`src/rtl/core/mvrd_pkg.sv`:
```
package mvrd_pkg;

   localparam int COLS_CFG_BITS = 11;
   localparam int ROWS_CFG_BITS = 13;
   localparam int CSR_IDX_BITS  = 2;
   localparam int CSR_DATA_BITS = 13;
   localparam int ROW_NUM_BITS  = 12;
   localparam int ACC_BITS      = 48;
   localparam int QUEUE_DEPTH   = 4;

   localparam logic [CSR_IDX_BITS-1:0] CSR_NUM_COLS = 2'd0;
   localparam logic [CSR_IDX_BITS-1:0] CSR_NUM_ROWS = 2'd1;

   localparam logic OP_LOAD   = 1'b0;
   localparam logic OP_MATRIX = 1'b1;

   typedef struct packed {
      logic                    op;
      logic                    row_end;
      logic                    last_row;
      logic [ROW_NUM_BITS-1:0] row_number;
   } mvrd_tag_type;

   typedef struct packed {
      logic s2_valid;
      logic s2_row_end;
   } mvrd_back_status_type;

endpackage

```
`src/rtl/core/mvrd_queue.sv`:
```
module mvrd_queue import mvrd_pkg::*; #(
   parameter int WIDTH = 32
) (
   input  logic             clock,
   input  logic             reset,
   input  logic             push_valid,
   output logic             push_ready,
   input  logic [WIDTH-1:0] push_data,
   output logic             pop_valid,
   input  logic             pop_ready,
   output logic [WIDTH-1:0] pop_data
);

   localparam int PW = $clog2(QUEUE_DEPTH);

   logic [WIDTH-1:0] slot_ff [QUEUE_DEPTH];
   logic [PW-1:0]    head_ff, tail_ff;
   logic [PW:0]      count_ff;
   logic             push, pop;

   assign push_ready = (count_ff != (PW+1)'(QUEUE_DEPTH));
   assign pop_valid  = (count_ff != '0);
   assign pop_data   = slot_ff[head_ff];
   assign push       = push_valid && push_ready;
   assign pop        = pop_valid && pop_ready;

   always_ff @(posedge clock) begin
      if (push) begin
         slot_ff[tail_ff] <= push_data;
      end
   end

   always_ff @(posedge clock) begin
      if (reset) begin
         head_ff  <= '0;
         tail_ff  <= '0;
         count_ff <= '0;
      end else begin
         if (push) begin
            tail_ff <= tail_ff + PW'(1);
         end
         if (pop) begin
            head_ff <= head_ff + PW'(1);
         end
         case ({push, pop})
            2'b10:   count_ff <= count_ff + (PW+1)'(1);
            2'b01:   count_ff <= count_ff - (PW+1)'(1);
            default: count_ff <= count_ff;
         endcase
      end
   end

endmodule

```
`config.mk`:
```
export PLATFORM = sky130hd
export DESIGN_NAME = mvrd_queue
export DESIGN_NICKNAME = d
export VERILOG_FILES = /design/src/rtl/core/mvrd_pkg.sv /design/src/rtl/core/mvrd_queue.sv
export SDC_FILE = /design/constraint.sdc
export NUM_CORES = 1
export LEC_CHECK = 0
export ABC_AREA = 1
export BUFFER_PORTS_ARGS = -buffer_cell sky130_fd_sc_hd__buf_2
export CAP_MARGIN = 0
export CELL_PAD_IN_SITES_DETAIL_PLACEMENT = 0
export CELL_PAD_IN_SITES_GLOBAL_PLACEMENT = 1
export CORE_ASPECT_RATIO = 1.75
export CORE_UTILIZATION = 42
export DETAILED_ROUTE_END_ITERATION = 16
export GPL_TIMING_DRIVEN = 0
export PLACE_DENSITY = 0.79
export SYNTH_ARGS = -nofsm -noshare
export SYNTH_HDL_FRONTEND = slang
export SYNTH_SLANG_ARGS = --single-unit
```
`constraint.sdc`:
```
create_clock -name clock -period 2.3 [get_ports clock]
set_input_delay 0.575 -clock clock [delete_from_list [all_inputs] [get_ports clock]]
set_output_delay 0.575 -clock clock [all_outputs]
set_load 0.02 [all_outputs]
```
Word-level counts from Yosys, hierarchy flattened
Memories as Yosys holds them, arrays and structs flattened. A register that Yosys moved wholly into a read port is not among the register bits. Cells that the tools add are included.

Multiplexer cells: 5. Reductions and logical operators: 4. Eq/ne operators: 3. Add/subtract/negate cells: 4.

Operator list (number): $pmux W3 S2 (1); $add A2 B1 Y2 const B (2); $mux W2 (2); $add A3 B1 Y3 const B (1); $ne A3 B3 Y1 const B (1); $reduce_bool A3 Y1 (1); $sub A3 B1 Y3 const B (1); $eq A2 B1 Y1 const B (1); $eq A2 B2 Y1 const B (1); $logic_and A1 B1 Y1 (2); $mux W1 (2); $reduce_bool A2 Y1 (1).

Memories: 1. Word-level logic and storage cells: 20. Memory bits (writable): 128. Flip-flop bits (word level): 7. Input port bits: 36.

Memory list: slot_ff (depth 4, bits a word 32, read ports 1, clocked after memory_dff 1, wr ports 1, line mvrd_queue.sv:16) `logic [WIDTH-1:0] slot_ff [QUEUE_DEPTH];`.

Longest topological paths before layout
Depth after elaboration: 4. Depth in mapped cells: 13. Gate-level depth less buffers: 13.

Worst setup path before layout
OpenSTA, ideal clock, no wires.

Path kind: flip-flop to flip-flop. Start: register count_ff[1]. End: memory slot_ff[2][0] (enable). Arrival time: 2007 ps. Library setup time: 421 ps. Buffers on the path: 0. Required time: 1879 ps. Slack: -128 ps. Cell stages (with the launch flop): 5. Cell sequence: dfxtp_1 > nor2_2 > nand2_2 > nand2_4 > nor2_1.

Word-level cells in the longest chain between the ends: 4.

Ends and longest elaborated chain: start, declared (line mvrd_queue.sv:18) `logic [PW:0] count_ff;`; start signal, assigned (line mvrd_queue.sv:46) `2'b10: count_ff <= count_ff + (PW+1)'(1);`; start signal, assigned (line mvrd_queue.sv:47) `2'b01: count_ff <= count_ff - (PW+1)'(1);`; start signal, assigned (line mvrd_queue.sv:48) `default: count_ff <= count_ff;`; $ne A3 B3 Y1 (line mvrd_queue.sv:21) `assign push_ready = (count_ff != (PW+1)'(QUEUE_DEPTH));`; net push_ready (line mvrd_queue.sv:7) `output logic push_ready,`; $logic_and A1 B1 Y1 (line mvrd_queue.sv:24) `assign push = push_valid && push_ready;`; $mux W1 (line mvrd_queue.sv:28) `if (push) begin`; $mux W1 (implied by the code) (line mvrd_queue.sv:29) `slot_ff[tail_ff] <= push_data;`; end, declared (line mvrd_queue.sv:16).

The timed path passes the listed nets, and every way through them passes these cells.

==> flow_summary.yaml <==
outcome:
  run_status: "complete, no violations"
sta:
  setup_viol: 0
  rsz0062_at_grt: "false"
  fin_worst_skew_ps: 8.32
  slew_headroom: 0.638
  min_period_over_period: 0.992
  timing.final.crit_period_ps: 2280
  final-hold-violation-count: 0
  tightest_slew_ps: 542
  maxSlewViolCount: 0
  finalWorstSetupSlack_ps: 18.5
  fmax_ghz: 0.438
cts:
  tritoncts: "done"
  ctsRootBufferMaster: "sky130_fd_sc_hd__clkbuf_16"
  cts_hold_repair.buffers: 0
  clk-insertion-delay-late_ps: 410
  clock-sinks: 137
  number_of_clock_buffers_inserted_by_tritoncts: 17
  clk_pin_slew_ps: 60
  clock_h_tree_levels: 4
  max-clock-path-buffers: 2
routing:
  drt_drc_violations_left: 0
  detailedRoute.firstIterationViolations: 192
  detailedRoute.firstPassIterationCount: 4
  vias_per_instance: 5.12
  wl_per_cell_um: 17.0
  route.vias.total: 3314
  antenna_violating_nets_left: 0
  finalWirelength_mm: 11.0
placement:
  port-buffer-count: 69
  dpl.cell_count: 615
  gp_congestion: 0.737
  placement.setup.worst_slack_ps: 291
  dp.final_hpwl_mm: 7.12
synthesis:
  number_of_flops_mapped_to_enable_cells_by_yosys: 128
  synthTopCellsByArea: "sky130_fd_sc_hd__edfxtp_1 (73%), sky130_fd_sc_hd__nor2_1 (5.2%), sky130_fd_sc_hd__o22ai_1 (3.8%), sky130_fd_sc_hd__o21ai_0 (3.6%), sky130_fd_sc_hd__dfxtp_1 (3.4%)"
  synthMostInstantiatedCell: "sky130_fd_sc_hd__edfxtp_1"
  netlist_top_cells_count: "sky130_fd_sc_hd__edfxtp_1 (128), sky130_fd_sc_hd__nor2_1 (73), sky130_fd_sc_hd__o21ai_0 (38)"
  synthesis.yosys.warnings: 0
  yosys_register_bits: 137
  synth.top_cell.area_share: 0.730
  synth_area_per_cell_um2: 14.0
  async_sr_flop_fraction: 0
  yosys.area.top_type: "sky130_fd_sc_hd__edfxtp_1"
  ys_seq_area_frac: 0.764
  synthesis.area_um2: 5270
  flip_flop_cell_with_the_highest_count_after_synthesis: "sky130_fd_sc_hd__edfxtp_1"
  synth_nets: 419
  yosysUniqueCellTypes: 21
  postSynthCellCount: 377
worst_hold_path:
  hold_class: "in -> reg"
  worst_hold_startpoint: "push_data[29]"
  min_delay_worst_endpoint: "slot_ff[1][29]$_DFFE_PP_"
  worst_hold_path.num_cells: 1
critical_path:
  setup.worst_path.end_class: "output pin"
  critical_path_most_common_cell: "sky130_fd_sc_hd__buf_2"
  worst_path_largest_cell_delay_ps: 360
  reg2reg_from: "count_ff[1]$_SDFFE_PP0P_"
  setup.worst_path.start_class: "flop"
  critical_path_top_delay_cell: "sky130_fd_sc_hd__dfxtp_2"
  worst_ep_required_time_ps: 1730
  rrSetupSlack_ps: 380
  worst-setup-path-type: "reg -> out"
  worst_r2r_endpoint: "count_ff[2]$_SDFFE_PP0P_"
  timing.critical_path.arrival_ps: 1710
  critical_path_peak_fanout: 10
  reg2regPathDepth: 12
  crit_path_cell_trace: "inv_2 > buf_2 > o21ai_0 > o22ai_1 > buf_2"
global_route:
  grt_overflow: 0
  grt_usage: 0.183
  antenna_found_initial: 1
  grt_max_degree: 25
  number_of_global_route_vias_before_repair: 3426
  first_pass_grt_wire_length_mm: 17.1
final_layout:
  flow.area_growth_from_synthesis_pct: 25.7
  final-instance-count-excl-fill: 647
  finish.net_count: 511
  final_layout_size_suffix_gt1_frac: 0.279
die:
  floorplan.initialDensity: 0.434
  horiz_die_dim_um: 86.7
  die_height_um: 150
  die-area_um2: 13000
  pin_count: 70
  coreArea_um2: 12100
  standard_cell_row_count: 53
power:
  power_density_nw_per_um2: 1220
  max-vdd-ir-drop_mv: 0.698
  power_leakage_nw: 2.41
run:
  maxCapViolCount: 0
[stage by stage]
| stage | setup TNS, ps | total power, mW | hold WS, ps | utilization | instance area, µm² |
|---|---|---|---|---|---|
| 2_1_floorplan | -16440 | 4.39 | 459 | - | 5270 |
| 3_3_place_gp | -167140 | 5.02 | 486 | 0.480 | 5820 |
| 3_5_place_dp | 0 | 5.11 | 495 | 0.489 | 5940 |
| 4_1_cts | -39.4 | 8.13 | 354 | 0.545 | 6620 |
| 5_1_grt | 0 | 8.39 | 360 | 0.546 | 6620 |
| 6_report | 0 | 8.07 | 376 | 0.546 | 6620 |
[final cells by class]
type | instances | area [µm²]
sequential | 137 | 4030
inverter | 18 | 75.1
clock buffer | 17 | 425
buffer | 19 | 164
clock inverter | 14 | 248
timing repair buffer | 73 | 433
antenna | 1 | 2.50
multi-input combinational | 203 | 1040
fill | 989 | 5510
tap | 165 | 206
[registers in the layout, indices dropped and copies added, names as in the netlist, named ones only]
register  cells
count_ff      3
head_ff       2
slot_ff     128
tail_ff       2
[critical path, delay by kind of cell (launching register included)]
kind,cells,cell delay (ps)
AOI/OAI and AO/OA,2,390
DFF,1,360
buffers and inverters,3,550
[cells by family (layout without fill, tap and decap cells)]
kind of cell,Yosys count,count (layout),synth area share
adder cells (fa/ha/maj),6,6,0.0157
buffers and inverters,37,141,0.0442
AND/OR/NAND/NOR,94,94,0.0710
flip-flops,137,137,0.764
AO/OA/AOI/OAI,103,103,0.105
other,0,1,0
[power by group]
group	total, mW	internal (mW)	switching (mW)	leakage, nW
Combinational	2.00	0.664	1.33	0.839
Clock	3.03	2.04	0.994	0.320
Sequential	3.04	2.97	0.0745	1.25
[cells in the final DEF, fill, tap and decap left out, types with 6 or more instances in the layout]
cell	Yosys	routed
sky130_fd_sc_hd__edfxtp_1	128	128
sky130_fd_sc_hd__nand2_1	12	12
sky130_fd_sc_hd__inv_1	16	16
sky130_fd_sc_hd__dfxtp_1	9	8
sky130_fd_sc_hd__o21ai_0	38	38
sky130_fd_sc_hd__o21ai_1	28	28
sky130_fd_sc_hd__clkbuf_16	0	17
sky130_fd_sc_hd__buf_6	9	9
sky130_fd_sc_hd__o22ai_1	32	32
sky130_fd_sc_hd__bufinv_16	0	6
sky130_fd_sc_hd__buf_2	6	73
sky130_fd_sc_hd__nor2_1	73	69
[what timing repair did]
action | 4_1_cts | 5_1_grt
resized for setup | 2 | 2
setup buffers | 0 | 0
setup endpoints to repair | 8 | 6
[layer usage]
metal	wire, µm	global-route usage	up-vias
li1	-	-	1573
met1	4090	0.192	1621
met2	6110	0.324	104
met3	546	0.0554	16
met4	249	0.0992	0
met5	0	0	-
[worst max-delay path by stage]
stage                        startpoint                       end  cells after the start
4_1_cts                            flop              pop_data[25]                      5
6_report                           flop              pop_data[25]                      5
5_1_grt                            flop              pop_data[25]                      5
3_3_place_gp                 push_valid  slot_ff[3][13]$_DFFE_PP_                      3
3_5_place_dp                 push_valid  count_ff[2]$_SDFFE_PP0P_                     11
2_1_floorplan  count_ff[1]$_SDFFE_PP0P_   slot_ff[2][0]$_DFFE_PP_                      4
No activity file was read; power rests on OpenSTA's default activity.
