[config.mk]
export PLATFORM = sky130hd
export DESIGN_NAME = mvrd_front_flat
export DESIGN_NICKNAME = d
export VERILOG_FILES = /design/src/rtl/core/mvrd_pkg.sv /design/src/rtl/core/mvrd_if.sv /design/src/rtl/core/mvrd_front.sv /design/src/flat_wrapper.sv
export SDC_FILE = /design/constraint.sdc
export NUM_CORES = 1
export LEC_CHECK = 0
export BUFFER_PORTS_ARGS = -buffer_cell sky130_fd_sc_hd__buf_2
export CORE_ASPECT_RATIO = 0.5
export CORE_MARGIN = 5
export CORE_UTILIZATION = 45
export CTS_CLUSTER_DIAMETER = 40
export DETAILED_ROUTE_END_ITERATION = 16
export PLACE_DENSITY_LB_ADDON = 0.3
export SYNTH_ARGS = -nofsm -noshare
export SYNTH_HDL_FRONTEND = slang
export SYNTH_SLANG_ARGS = --single-unit
[constraint.sdc]
create_clock -name clock -period 5.4 [get_ports clock]
set_input_delay 0.27 -clock clock [delete_from_list [all_inputs] [get_ports clock]]
set_output_delay 0.27 -clock clock [all_outputs]
set_load 0.05 [all_outputs]
[src/rtl/core/mvrd_pkg.sv]
package mvrd_pkg;

   localparam int COLS_CFG_BITS = 11;
   localparam int ROWS_CFG_BITS = 13;
   localparam int CSR_IDX_BITS  = 2;
   localparam int CSR_DATA_BITS = 13;
   localparam int ROW_NUM_BITS  = 12;
   localparam int ACC_BITS      = 48;
   localparam int QUEUE_DEPTH   = 4;

   localparam logic [CSR_IDX_BITS-1:0] CSR_NUM_COLS = 2'd0;
   localparam logic [CSR_IDX_BITS-1:0] CSR_NUM_ROWS = 2'd1;

   localparam logic OP_LOAD   = 1'b0;
   localparam logic OP_MATRIX = 1'b1;

   typedef struct packed {
      logic                    op;
      logic                    row_end;
      logic                    last_row;
      logic [ROW_NUM_BITS-1:0] row_number;
   } mvrd_tag_type;

   typedef struct packed {
      logic s2_valid;
      logic s2_row_end;
   } mvrd_back_status_type;

endpackage

[src/rtl/core/mvrd_if.sv]
interface mvrd_req_if #(parameter int ELEM_BITS = 16) ();
   logic                        valid;
   logic                        ready;
   logic                        opcode;
   logic signed [ELEM_BITS-1:0] value;

   modport source (output valid, opcode, value, input ready);
   modport sink (input valid, opcode, value, output ready);
endinterface


interface mvrd_csr_if import mvrd_pkg::*; ();
   logic                     valid;
   logic                     ready;
   logic [CSR_IDX_BITS-1:0]  index;
   logic [CSR_DATA_BITS-1:0] data;

   modport source (output valid, index, data, input ready);
   modport sink (input valid, index, data, output ready);
endinterface

[src/rtl/core/mvrd_front.sv]
module mvrd_front import mvrd_pkg::*; #(
   parameter int MAX_COLS  = 1024,
   parameter int MAX_ROWS  = 4096,
   parameter int ELEM_BITS = 16,
   localparam int AW = (MAX_COLS > 1) ? $clog2(MAX_COLS) : 1
) (
   input  logic                        clock,
   input  logic                        reset,
   mvrd_req_if.sink                    req,
   mvrd_csr_if.sink                    csr,
   input  logic                        push_ready,
   output logic                        push_valid,
   output mvrd_tag_type                push_tag,
   output logic [AW-1:0]               push_addr,
   output logic signed [ELEM_BITS-1:0] push_value
);

   localparam int CW = $clog2(MAX_COLS + 1);
   localparam int RW = $clog2(MAX_ROWS + 1);

   logic [COLS_CFG_BITS-1:0] num_cols_ff;
   logic [ROWS_CFG_BITS-1:0] num_rows_ff;
   logic [AW-1:0]            ld_idx_ff, ld_idx_in;
   logic [AW-1:0]            col_ff, col_in;
   logic [ROW_NUM_BITS-1:0]  row_ff, row_in;

   logic [CW-1:0] cols_eff;
   logic [RW-1:0] rows_eff;
   logic [AW-1:0] ld_cur, col_cur;
   logic          ld_wrap, col_wrap, row_last, is_matrix, accept;

   always_comb begin
      if (num_cols_ff == '0) begin
         cols_eff = CW'(1);
      end else if (32'(num_cols_ff) > 32'(MAX_COLS)) begin
         cols_eff = CW'(MAX_COLS);
      end else begin
         cols_eff = CW'(num_cols_ff);
      end
      if (num_rows_ff == '0) begin
         rows_eff = RW'(1);
      end else if (32'(num_rows_ff) > 32'(MAX_ROWS)) begin
         rows_eff = RW'(MAX_ROWS);
      end else begin
         rows_eff = RW'(num_rows_ff);
      end
   end

   assign ld_cur   = (32'(ld_idx_ff) < 32'(cols_eff)) ? ld_idx_ff : '0;
   assign col_cur  = (32'(col_ff) < 32'(cols_eff)) ? col_ff : '0;
   assign ld_wrap  = (32'(ld_cur) + 32'd1) >= 32'(cols_eff);
   assign col_wrap = (32'(col_cur) + 32'd1) >= 32'(cols_eff);
   assign row_last = (32'(row_ff) + 32'd1) >= 32'(rows_eff);

   assign is_matrix = (req.opcode == OP_MATRIX);
   assign accept    = req.valid && push_ready;

   assign req.ready  = push_ready;
   assign csr.ready  = 1'b1;
   assign push_valid = req.valid;
   assign push_value = req.value;
   assign push_addr  = is_matrix ? col_cur : ld_cur;

   always_comb begin
      push_tag.op         = req.opcode;
      push_tag.row_end    = is_matrix && col_wrap;
      push_tag.last_row   = is_matrix && col_wrap && row_last;
      push_tag.row_number = row_ff;
   end

   always_comb begin
      ld_idx_in = ld_idx_ff;
      col_in    = col_ff;
      row_in    = row_ff;
      if (accept) begin
         if (is_matrix) begin
            col_in = col_wrap ? '0 : col_cur + AW'(1);
            if (col_wrap) begin
               row_in = row_last ? '0 : row_ff + ROW_NUM_BITS'(1);
            end
         end else begin
            ld_idx_in = ld_wrap ? '0 : ld_cur + AW'(1);
         end
      end
   end

   always_ff @(posedge clock) begin
      if (reset) begin
         num_cols_ff <= COLS_CFG_BITS'(1);
         num_rows_ff <= ROWS_CFG_BITS'(1);
         ld_idx_ff   <= '0;
         col_ff      <= '0;
         row_ff      <= '0;
      end else begin
         ld_idx_ff <= ld_idx_in;
         col_ff    <= col_in;
         row_ff    <= row_in;
         if (csr.valid) begin
            case (csr.index)
               CSR_NUM_COLS: num_cols_ff <= csr.data[COLS_CFG_BITS-1:0];
               CSR_NUM_ROWS: num_rows_ff <= csr.data[ROWS_CFG_BITS-1:0];
               default: ;
            endcase
         end
      end
   end

endmodule

[src/flat_wrapper.sv]
// flat-port wrapper written by rule: the top's interface ports become plain ports
module mvrd_front_flat import mvrd_pkg::*;
#(
   parameter int MAX_COLS  = 1024,
   parameter int MAX_ROWS  = 4096,
   parameter int ELEM_BITS = 16,
   localparam int AW = (MAX_COLS > 1) ? $clog2(MAX_COLS) : 1
)
  (clock, reset, push_ready, push_valid, push_tag, push_addr, push_value, req_valid, req_opcode, req_value, req_ready, csr_valid, csr_index, csr_data, csr_ready);
  mvrd_req_if #(.ELEM_BITS(ELEM_BITS)) req_i ();
  mvrd_csr_if csr_i ();
  input  logic clock;
  input  logic reset;
  input  logic push_ready;
  output logic push_valid;
  output mvrd_tag_type push_tag;
  output logic [AW-1:0] push_addr;
  output logic signed [ELEM_BITS-1:0] push_value;
  input wire logic [$bits(req_i.valid)-1:0] req_valid;
  input wire logic [$bits(req_i.opcode)-1:0] req_opcode;
  input wire logic [$bits(req_i.value)-1:0] req_value;
  output wire logic [$bits(req_i.ready)-1:0] req_ready;
  input wire logic [$bits(csr_i.valid)-1:0] csr_valid;
  input wire logic [$bits(csr_i.index)-1:0] csr_index;
  input wire logic [$bits(csr_i.data)-1:0] csr_data;
  output wire logic [$bits(csr_i.ready)-1:0] csr_ready;
  assign req_i.valid = req_valid;
  assign req_i.opcode = req_opcode;
  assign req_i.value = req_value;
  assign req_ready = req_i.ready;
  assign csr_i.valid = csr_valid;
  assign csr_i.index = csr_index;
  assign csr_i.data = csr_data;
  assign csr_ready = csr_i.ready;
  mvrd_front #(.MAX_COLS(MAX_COLS), .MAX_ROWS(MAX_ROWS), .ELEM_BITS(ELEM_BITS)) u_core (.clock(clock), .reset(reset), .req(req_i), .csr(csr_i), .push_ready(push_ready), .push_valid(push_valid), .push_tag(push_tag), .push_addr(push_addr), .push_value(push_value));
endmodule
# After elaboration in Yosys (flattened, before gate mapping)
# Index checks and enable logic that the tools add are counted.
# totals
regBits	56
out_inout_bits	44
wordCells	41
# op_classes
n_addsub	6
order_cmp	7
eq_ne	1
n_mux	10
n_bitwise	1
reduce_logical	11
# op_table
op	n
$ge 32x11->1	2
$mux 10	5
$ge 32x13->1	1
$mux 13	2
$add 10x1->11 const B	2
$lt 10x11->1	2
$mux 11	2
$add 10x1->10 const B	2
$add 12x1->13 const B	1
$gt 13x13->1 const B	1
$logic_not 13->1	1
$add 12x1->12 const B	1
$mux 12	1
$gt 11x11->1 const B	1
$logic_not 11->1	1
$reduce_and 2->1	4
$logic_and 1x1->1	3
$reduce_and 3->1	1
$eq 2x1->1 const B	1
$logic_not 2->1	1
$not 1->1	1

# Longest topological paths before layout
# Gate-level depths: netlist (run 1).
# depth
ltp_word	9
ltp_mapped	23
mapped_depth_nobuf	22

# Worst setup path before layout (run 1)
# OpenSTA, ideal clock, no wires.
# synth_path
path_type	reg2out
startpoint	register u_core.num_cols_ff[6]
endpoint	output push_tag[12] (netlist bit)
t_arrival_ns	5.551
path_slack_ns	-0.421
stages_incl_launch_ff	23
n_path_buf	1
cell_sequence	dfxtp_1 > or4_4 > o41ai_1 > nand2_1 > ha_1 > o21ai_0 > o21bai_1 > a21o_1 > a211oi_4 > and2_1 > ha_1 > nand3_1 > nor2_1 > and3_1 > nor2b_1 > o21a_1 > ha_1 > o21ai_0 > a21oi_1 > nor2_1 > or2_2 > buf_2 > nor3_1
# synth_lines
item	line	source
start: declaration	mvrd_front.sv:21	logic [COLS_CFG_BITS-1:0] num_cols_ff;
start signal: assignment	mvrd_front.sv:100	CSR_NUM_COLS: num_cols_ff <= csr.data[COLS_CFG_BITS-1:0];
end: declaration	flat_wrapper.sv:16	output mvrd_tag_type push_tag;

==> results of run 1 <==
-- cell families after synthesis --
group           count (synthesis)  share of synthesized area
simple gates                  248                      0.268
other cells                     1                   0.000833
compound gates                140                      0.203
mux                            13                     0.0295
xor+xnor                       12                     0.0234
flops                          56                      0.249
buf+inv                        60                     0.0709
fa+ha+maj                      56                      0.156
-- area by class of cell --
class,count,area share
Clock buffer,6,0.0251
Clock inverter,2,0.00757
Sequential cell,56,0.219
Inverter,14,0.0103
Multi-Input combinational cell,470,0.617
Timing Repair Buffer,74,0.0879
Tap cell,135,0.0330
-- per-layer routing --
| metal | track usage | vias to the layer above |
|---|---|---|
| met1 | 0.271 | 1976 |
| met5 | 0 | - |
| met3 | 0.0372 | 22 |
| li1 | - | 2160 |
| met2 | 0.313 | 102 |
| met4 | 0.0570 | 0 |
-- flip-flops by register name, indices dropped and copies added, names as in the netlist --
name                count
u_core.ld_idx_ff       10
u_core.num_cols_ff     11
u_core.col_ff          10
u_core.num_rows_ff     13
u_core.row_ff          12
-- final timing paths --
path / startpoint / end / cells after the start
worst max-delay path: u_core.num_cols_ff[8] / push_tag[12] / 22
worst min-delay path: csr_data[0] / u_core.num_rows_ff[0] / 3
worst max register to register: u_core.num_cols_ff[8] / u_core.row_ff[4] / 23
worst min register to register: u_core.num_rows_ff[8] / u_core.num_rows_ff[8] / 2
-- placed cells by master (no fill, tap or decap), types with 6 or more instances in the layout --
cell type,n
xnor2_1,12
inv_1,13
o21ai_1,7
nand3_1,35
buf_2,45
a21oi_1,39
buf_4,27
and3_1,8
nor2b_1,13
mux2i_1,11
o211ai_1,15
nand2_1,87
a31oi_1,9
or2_2,6
nor2_1,33
o21ai_0,24
o21a_1,15
ha_1,54
nand4_1,8
dfxtp_1,56
and2_1,10
nor3_1,15
-- metrics by stage --
stage | instance area, um^2 | worst slack [ns] | util | setup TNS, ns
after floorplan | 4510 | 0.00656 | - | 0
after global placement | 4810 | 0.0377 | 0.501 | 0
after detailed placement | 4810 | -0.0592 | 0.501 | -0.0592
after CTS | 5030 | 0.0142 | 0.524 | 0
after global routing | 5120 | -0.00148 | 0.534 | -0.00148
final | 5120 | 0.200 | 0.534 | 0
-- where the power goes --
part | leakage, nW | switching [mW] | internal [mW]
clock network | 0.0815 | 0.161 | 0.221
logic | 1.55 | 0.115 | 0.0681
registers | 0.453 | 0.00807 | 0.420
total | 2.08 | 0.284 | 0.709
-- tightest hold or removal path, cell delays in order --
cell	delay, ns
buf_2	0.09
nand2_1	0.04
nand3_1	0.06
-- timing repair --
item                                    4_1_cts  5_1_grt
gates resized for setup                       8       14
pin swaps                                     2        7
endpoints found under the hold margin         0        0
buffers inserted                              3        3
endpoints found under the setup margin       14       26
==> results.md, run 1 <==
* Status: complete, no violations
* Inserted Clock Buffers at 5
* Dominant delay contributor by cell family on the critical path: simple AND/OR/NAND/NOR gates
* Critical Path RT at just over 5 ns
* Tmin final at around 5.2 ns
* Die H at slightly above 80 um
* Synth top area cells: dfxtp_1 25%, ha_1 16%, nand2_1 7.4%
* Clk pin slew, worst setup/hold paths at approximately 0.07 ns
* Layout cells sized above 1 at 0.182
* # rows at 25
* Reg area at around 0.0011 mm^2
* Setup-failing EPs final at 0
* Crit start category: register
* Final period util at 0.963
* Syn_nets at slightly below 700
* Initial antenna violation count at 0
* CTS H-tree lvls at 2
* Top-area cell type share of the netlist area at 0.249
* Max Freq at between 150 and 200 MHz
* WL met3 at slightly above 600 um
* Final Hold Slack at 0.196 ns
* WL final at 11800 um
* CP Capture Type: output pin
* Maximum VDD drop at roughly 0.00012 V
* Total track usage at 0.196
* Die ar. at between 0.01 and 0.015 mm^2
* Initial core utilization at 0.469
* CP most frequent cell: ha_1
* Hold Vio Cnt, Final at 0
* Skew-Pair Late Insertion Delay at between 0.3 and 0.4 ns
* Final Skew at about 0.014 ns
* Post-synthesis register bit count at 56
* Fillers at around 930
* Max Cap Viol at 0
* WL met2 at about 5200 um
* Crit-path slowest cell: or4_4
* Top FF cell, synth: dfxtp_1
* First-pass GRT wire length at 19300 um
* Post-synth EDFFs at 0
* Synth cell types at 56
* Max clock buf depth at 2
* Grt ovf at 0
* Count leader, synth: nand2_1
* DRC violations left at 0
* LEAKAGE at 2.08 nW
* Seq/Total Area, Yosys at 0.249
* Vias in the first global route at about 3900
* Critical Path, Cell by Cell: or4_4 -> o41ai_4 -> nand2_2 -> ha_1 -> and4_1 -> o2111ai_1 -> a21oi_2 -> a211oi_4 -> and2_4 -> ha_1 -> nand3_1 -> nor2_1 -> and3_4 -> nor2b_1 -> o21a_1 -> ha_1 -> or4_1 -> a221oi_2 -> o21a_1 -> or2_4 -> nor3_2 -> buf_6
* Drt via density at between 5 and 6
* Area grow syn2layout at 13.9%
* Total power at roughly 990 uW
* Largest net degree at the start of global routing at 50
* Post-Syn Area at 0.00450 mm^2
* Ports at between 80 and 90
* Area of the multi-input gates at 0.00316 mm^2
* Post-synthesis instance total at between 500 and 600
* Via Count at around 4300
* Synth area leader: dfxtp_1
* WP data arrival at between 4 and 5 ns
* CTS tree: built
* WL met1 at about 5800 um
* Initial DRC Count at between 200 and 300
* Pwr dens at 194 mW/mm^2
* Worst path max stage delay at between 0.5 and 0.6 ns
* Ys async rst share at 0
* GPL Wtd Cong at between 0.8 and 0.9
* Worst slew pin tran at between 1 and 1.5 ns
* YS warnings at 0
* Die W at about 150 um
* Port Buffers at 47
* Cell total after placement at between 700 and 800
* Cts hold-fix bufs at 0
* FF-to-FF setup slack at roughly 0.35 ns
* Critical Path Fanout Max at 5
* DR top layer: met4
* Commonest cells post-synth: 89 x nand2_1, 56 x dfxtp_1, 56 x ha_1, 39 x a21oi_1, 36 x nand3_1
* Mean Syn Cell Area at approximately 7.7 um^2
* Routed Antenna Nets at 0
* CTS sink count at 56
* Drt first pass iters at 5
* Clock Tree Root: clkbuf_16
* Buf/Inv on CP at 1
* Slew margin rel. at 0.290
* CORE AREA at 0.00960 mm^2
* Nets at ~710
* Hold WC Path Type: input port to register
* # diodes at 0
* Final non-filler cell total at about 760
* CP Class: register to output pin
* Fin. max-slew vios at 0
* Dpl hpwl at ~8900 um
* Detailed-route wire length per cell at between 15 and 20 um
(Power assumes the default switching activity.)
==> run 2, diff against run 1 <==
SLEW_MARGIN = 20   (was not set)
clock period = 4.48 ns   (was 5.4 ns; I/O delays follow)
==> run 2 against run 1 <==
Net effect:
- the run now ends with setup timing left
- first-iteration DRC count did not move
- global-route usage grew 2.8 points
- clock skew is 0.0072 ns lower
- wire length up 13%
- clock power up 23%
- largest cell class unchanged
- core utilization rose by 6.3 points
- largest power group unchanged
- final area up 12%
- combinational power increased by 62%
- count of clock-buffer cells in the layout stayed put
==> results.md, run 2 (synthesis results as in run 1) <==
* NetSw at 382 uW (+35%)
* Seq pwr share at 0.401 (-0.030)
* WL final at 13300 um (+13%)
* Worst slack at placement at -0.510 ns (-0.451 ns)
* Hold Vio Cnt, Final at 0 (unchanged)
* Final WS setup at -0.630 ns (-0.829 ns)
* Max Cap Viol at 0 (unchanged)
* Reg area at 0.00112 mm^2 (+0.11%)
* Most frequent cells in the layout: 89 x nand2_1, 67 x buf_4, 55 x dfxtp_1
* Worst Hold Launch: csr_data[12]
* Slew margin rel. at 0.262 (-0.0279)
* Final Hold Slack at 0.167 ns (-0.0284 ns)
* Sw Ratio at 0.298 (+0.0122)
* Clk pin slew, worst setup/hold paths at 0.08 ns (about the same)
* Worst slew pin tran at 1.10 ns (+0.0417 ns)
* Hold path cells at 3 (unchanged)
* Via Count at 4609 (+8.2%)
* Port Buffers at 47 (unchanged)
* Status: finished, violations left
* WP data arrival at 4.89 ns (-0.04 ns)
* Cts hold-fix bufs at 0 (unchanged)
* Area grow syn2layout at 27.2%
* R2r worst-path depth at 24 (+4.3%)
* Dpl hpwl at 9580 um (+7.8%)
* LEAKAGE at 2.38 nW (+14%)
* Routed Antenna Nets at 0 (unchanged)
* # rows at 25 (unchanged)
* Die ar. at 0.0122 mm^2 (unchanged)
* Initial antenna violation count at 0 (unchanged)
* Max Freq at 196 MHz
* Grt ovf at 0 (unchanged)
* Cell total after placement at 781 (+5.1%)
* Initial core utilization at 0.469 (unchanged)
* Critical Path Fanout Max at 4 (-1)
* Number of flip-flops in the largest register at 13 (unchanged)
* Worst Hold Endpoint: u_core.num_rows_ff[12]
* CTS H-tree lvls at 2 (unchanged)
* Failing checks: setup timing
* Setup-failing EPs final at 34 (+34)
* GPL Wtd Cong at 0.864 (-2.7%)
* Fin. max-slew vios at 0 (unchanged)
* Nets at 762 (+6.7%)
* Clock Tree Root: clkbuf_16
* Area of the multi-input gates at 0.00334 mm^2 (+5.5%)
* RSZ-0062 raised after global routing: yes
* Inserted Clock Buffers at 5 (unchanged)
* Crit start category: register
* Total track usage at 0.224 (+0.0277)
* Tmin final at between 5 and 6 ns
* Clock power frac at 0.367 (-0.018)
* Vias in the first global route at 4409 (+12%)
* Commonest non-fill, non-tap cell in the layout: nand2_1
* DRC violations left at 0 (unchanged)
* Max clock buf depth at 2 (unchanged)
* CORE AREA at 0.00960 mm^2 (unchanged)
* Die H at 80.7 um (unchanged)
* Int Power at 900 uW (+27%)
* CP Class: register to output pin
* Reg-to-reg endpoint: u_core.col_ff[6]
* Layout cells sized above 1 at 0.273 (+0.0915)
* # diodes at 0 (unchanged)
* CTS tree: built
* Skew-Pair Late Insertion Delay at 0.30 ns (about the same)
* Combinational share of power at 0.232 (+0.048)
* First-pass GRT wire length at 21800 um (+13%)
* Final non-filler cell total at 805 (+6.3%)
* CP Capture Type: output pin
* Drt via density at 5.73 (+1.7%)
* Pwr dens at 224 mW/mm^2 (+16%)
* CTS sink count at 56 (unchanged)
* Die W at 151 um (unchanged)
* Initial DRC Count at 285 (unchanged)
* Detailed-route wire length per cell at 16.6 um (+6.0%)
* Maximum VDD drop at 0.000138 V (+14%)
* Fillers at 839 (-9.6%)
* Biggest regs: u_core.num_rows_ff x13, u_core.row_ff x12, u_core.num_cols_ff x11
* Critical Path RT at 4.26 ns (-0.87 ns)
* Hold WC Path Type: input port to register
* Largest reg by FF count: u_core.num_rows_ff
* Drt first pass iters at 4 (-1)
* R2r startpoint: u_core.num_cols_ff[9]
* Final period util at 1.14
* Ports at 81 (unchanged)
* Final Skew at 0.00649 ns (-0.00725 ns)
* FF-to-FF setup slack at -0.56 ns (-0.91 ns)
* Largest net degree at the start of global routing at 50 (unchanged)
-- run 2: cell count changes in the layout (fill, tap and decap cells not counted), moves of 3 or more --
cell / previous run / this run
ha_1: 54 / 51
buf_6: 2 / 6
o21ai_0: 24 / 11
ha_4: 1 / 5
a21oi_1: 39 / 36
o21ai_1: 7 / 17
a21oi_2: 2 / 5
buf_4: 27 / 67
-- run 2: worst max path at each step --
| stage | start | to | slack, ns |
|---|---|---|---|
| detailed placement | u_core.num_cols_ff[9] | u_core.row_ff[8] | -0.51 |
| floorplan | u_core.num_cols_ff[9] | push_tag[12] | -0.26 |
| global placement | u_core.num_cols_ff[9] | push_tag[12] | -0.25 |
| global route | u_core.num_cols_ff[9] | push_tag[12] | -0.82 |
| finish | u_core.num_cols_ff[9] | push_tag[12] | -0.63 |
| CTS | u_core.num_cols_ff[9] | push_tag[12] | -0.54 |
-- run 2: worst max-delay path, cell delays in order (launching register included) --
cell and delay, ns:
dfxtp_2 0.32, or4_4 0.56, o41ai_4 0.26, nand2_1 0.15
ha_1 0.32, and4_1 0.19, o2111ai_2 0.11, a21oi_2 0.20
a211oi_4 0.07, and2_4 0.18, ha_4 0.16, nand3_4 0.09
nor2_4 0.04, and3_4 0.19, and4_1 0.21, ha_1 0.21
or4_4 0.54, a221oi_2 0.18, o21a_1 0.19, or2_4 0.16
nor3_4 0.05, buf_6 0.17
-- run 2: power by group through the flow --
| stage | registers, mW | clock network (mW) | logic [mW] |
|---|---|---|---|
| 6_report | 0.514 | 0.471 | 0.297 |
| 4_1_cts | 0.514 | 0.476 | 0.265 |
| 5_1_grt | 0.515 | 0.504 | 0.318 |
| 3_5_place_dp | 0.526 | 0 | 0.235 |
| 3_3_place_gp | 0.526 | 0 | 0.232 |
| 2_1_floorplan | 0.525 | 0 | 0.198 |
-- run 2: what timing repair did --
| action | CTS | global route |
|---|---|---|
| gates cloned | 1 | 1 |
| pin swaps | 24 | 9 |
| gates resized for setup | 44 | 9 |
| buffers inserted | 24 | 3 |
| endpoints found under the setup margin | 34 | 34 |
| endpoints found under the hold margin | 0 | 0 |
-- run 2: cell type report --
class                           instances  share of cell area
Clock inverter                          2             0.00677
Sequential cell                        56               0.196
Multi-Input combinational cell        470               0.583
Timing Repair Buffer                  122               0.153
Tap cell                              135              0.0295
Inverter                               14             0.00918
Clock buffer                            6              0.0225
-- run 2: metrics by stage --
stage                      util  setup TNS, ns  power [mW]  instance area [um^2]
after CTS                 0.589         -10.56        1.26                  5660
after detailed placement  0.543         -12.83       0.761                  5220
final                     0.596         -14.74        1.28                  5730
after global placement    0.543          -6.07       0.757                  5220
after floorplan               -          -3.92       0.723                  4620
after global routing      0.596         -21.66        1.34                  5730
-- run 2: metal layers --
metal	up-vias	part of all wire	global-route usage	routed length, um
met5	-	0	0	0
met4	0	0.020	0.0660	262
met2	152	0.46	0.380	6160
met3	28	0.061	0.0355	811
met1	2166	0.46	0.295	6110
li1	2263	-	-	-
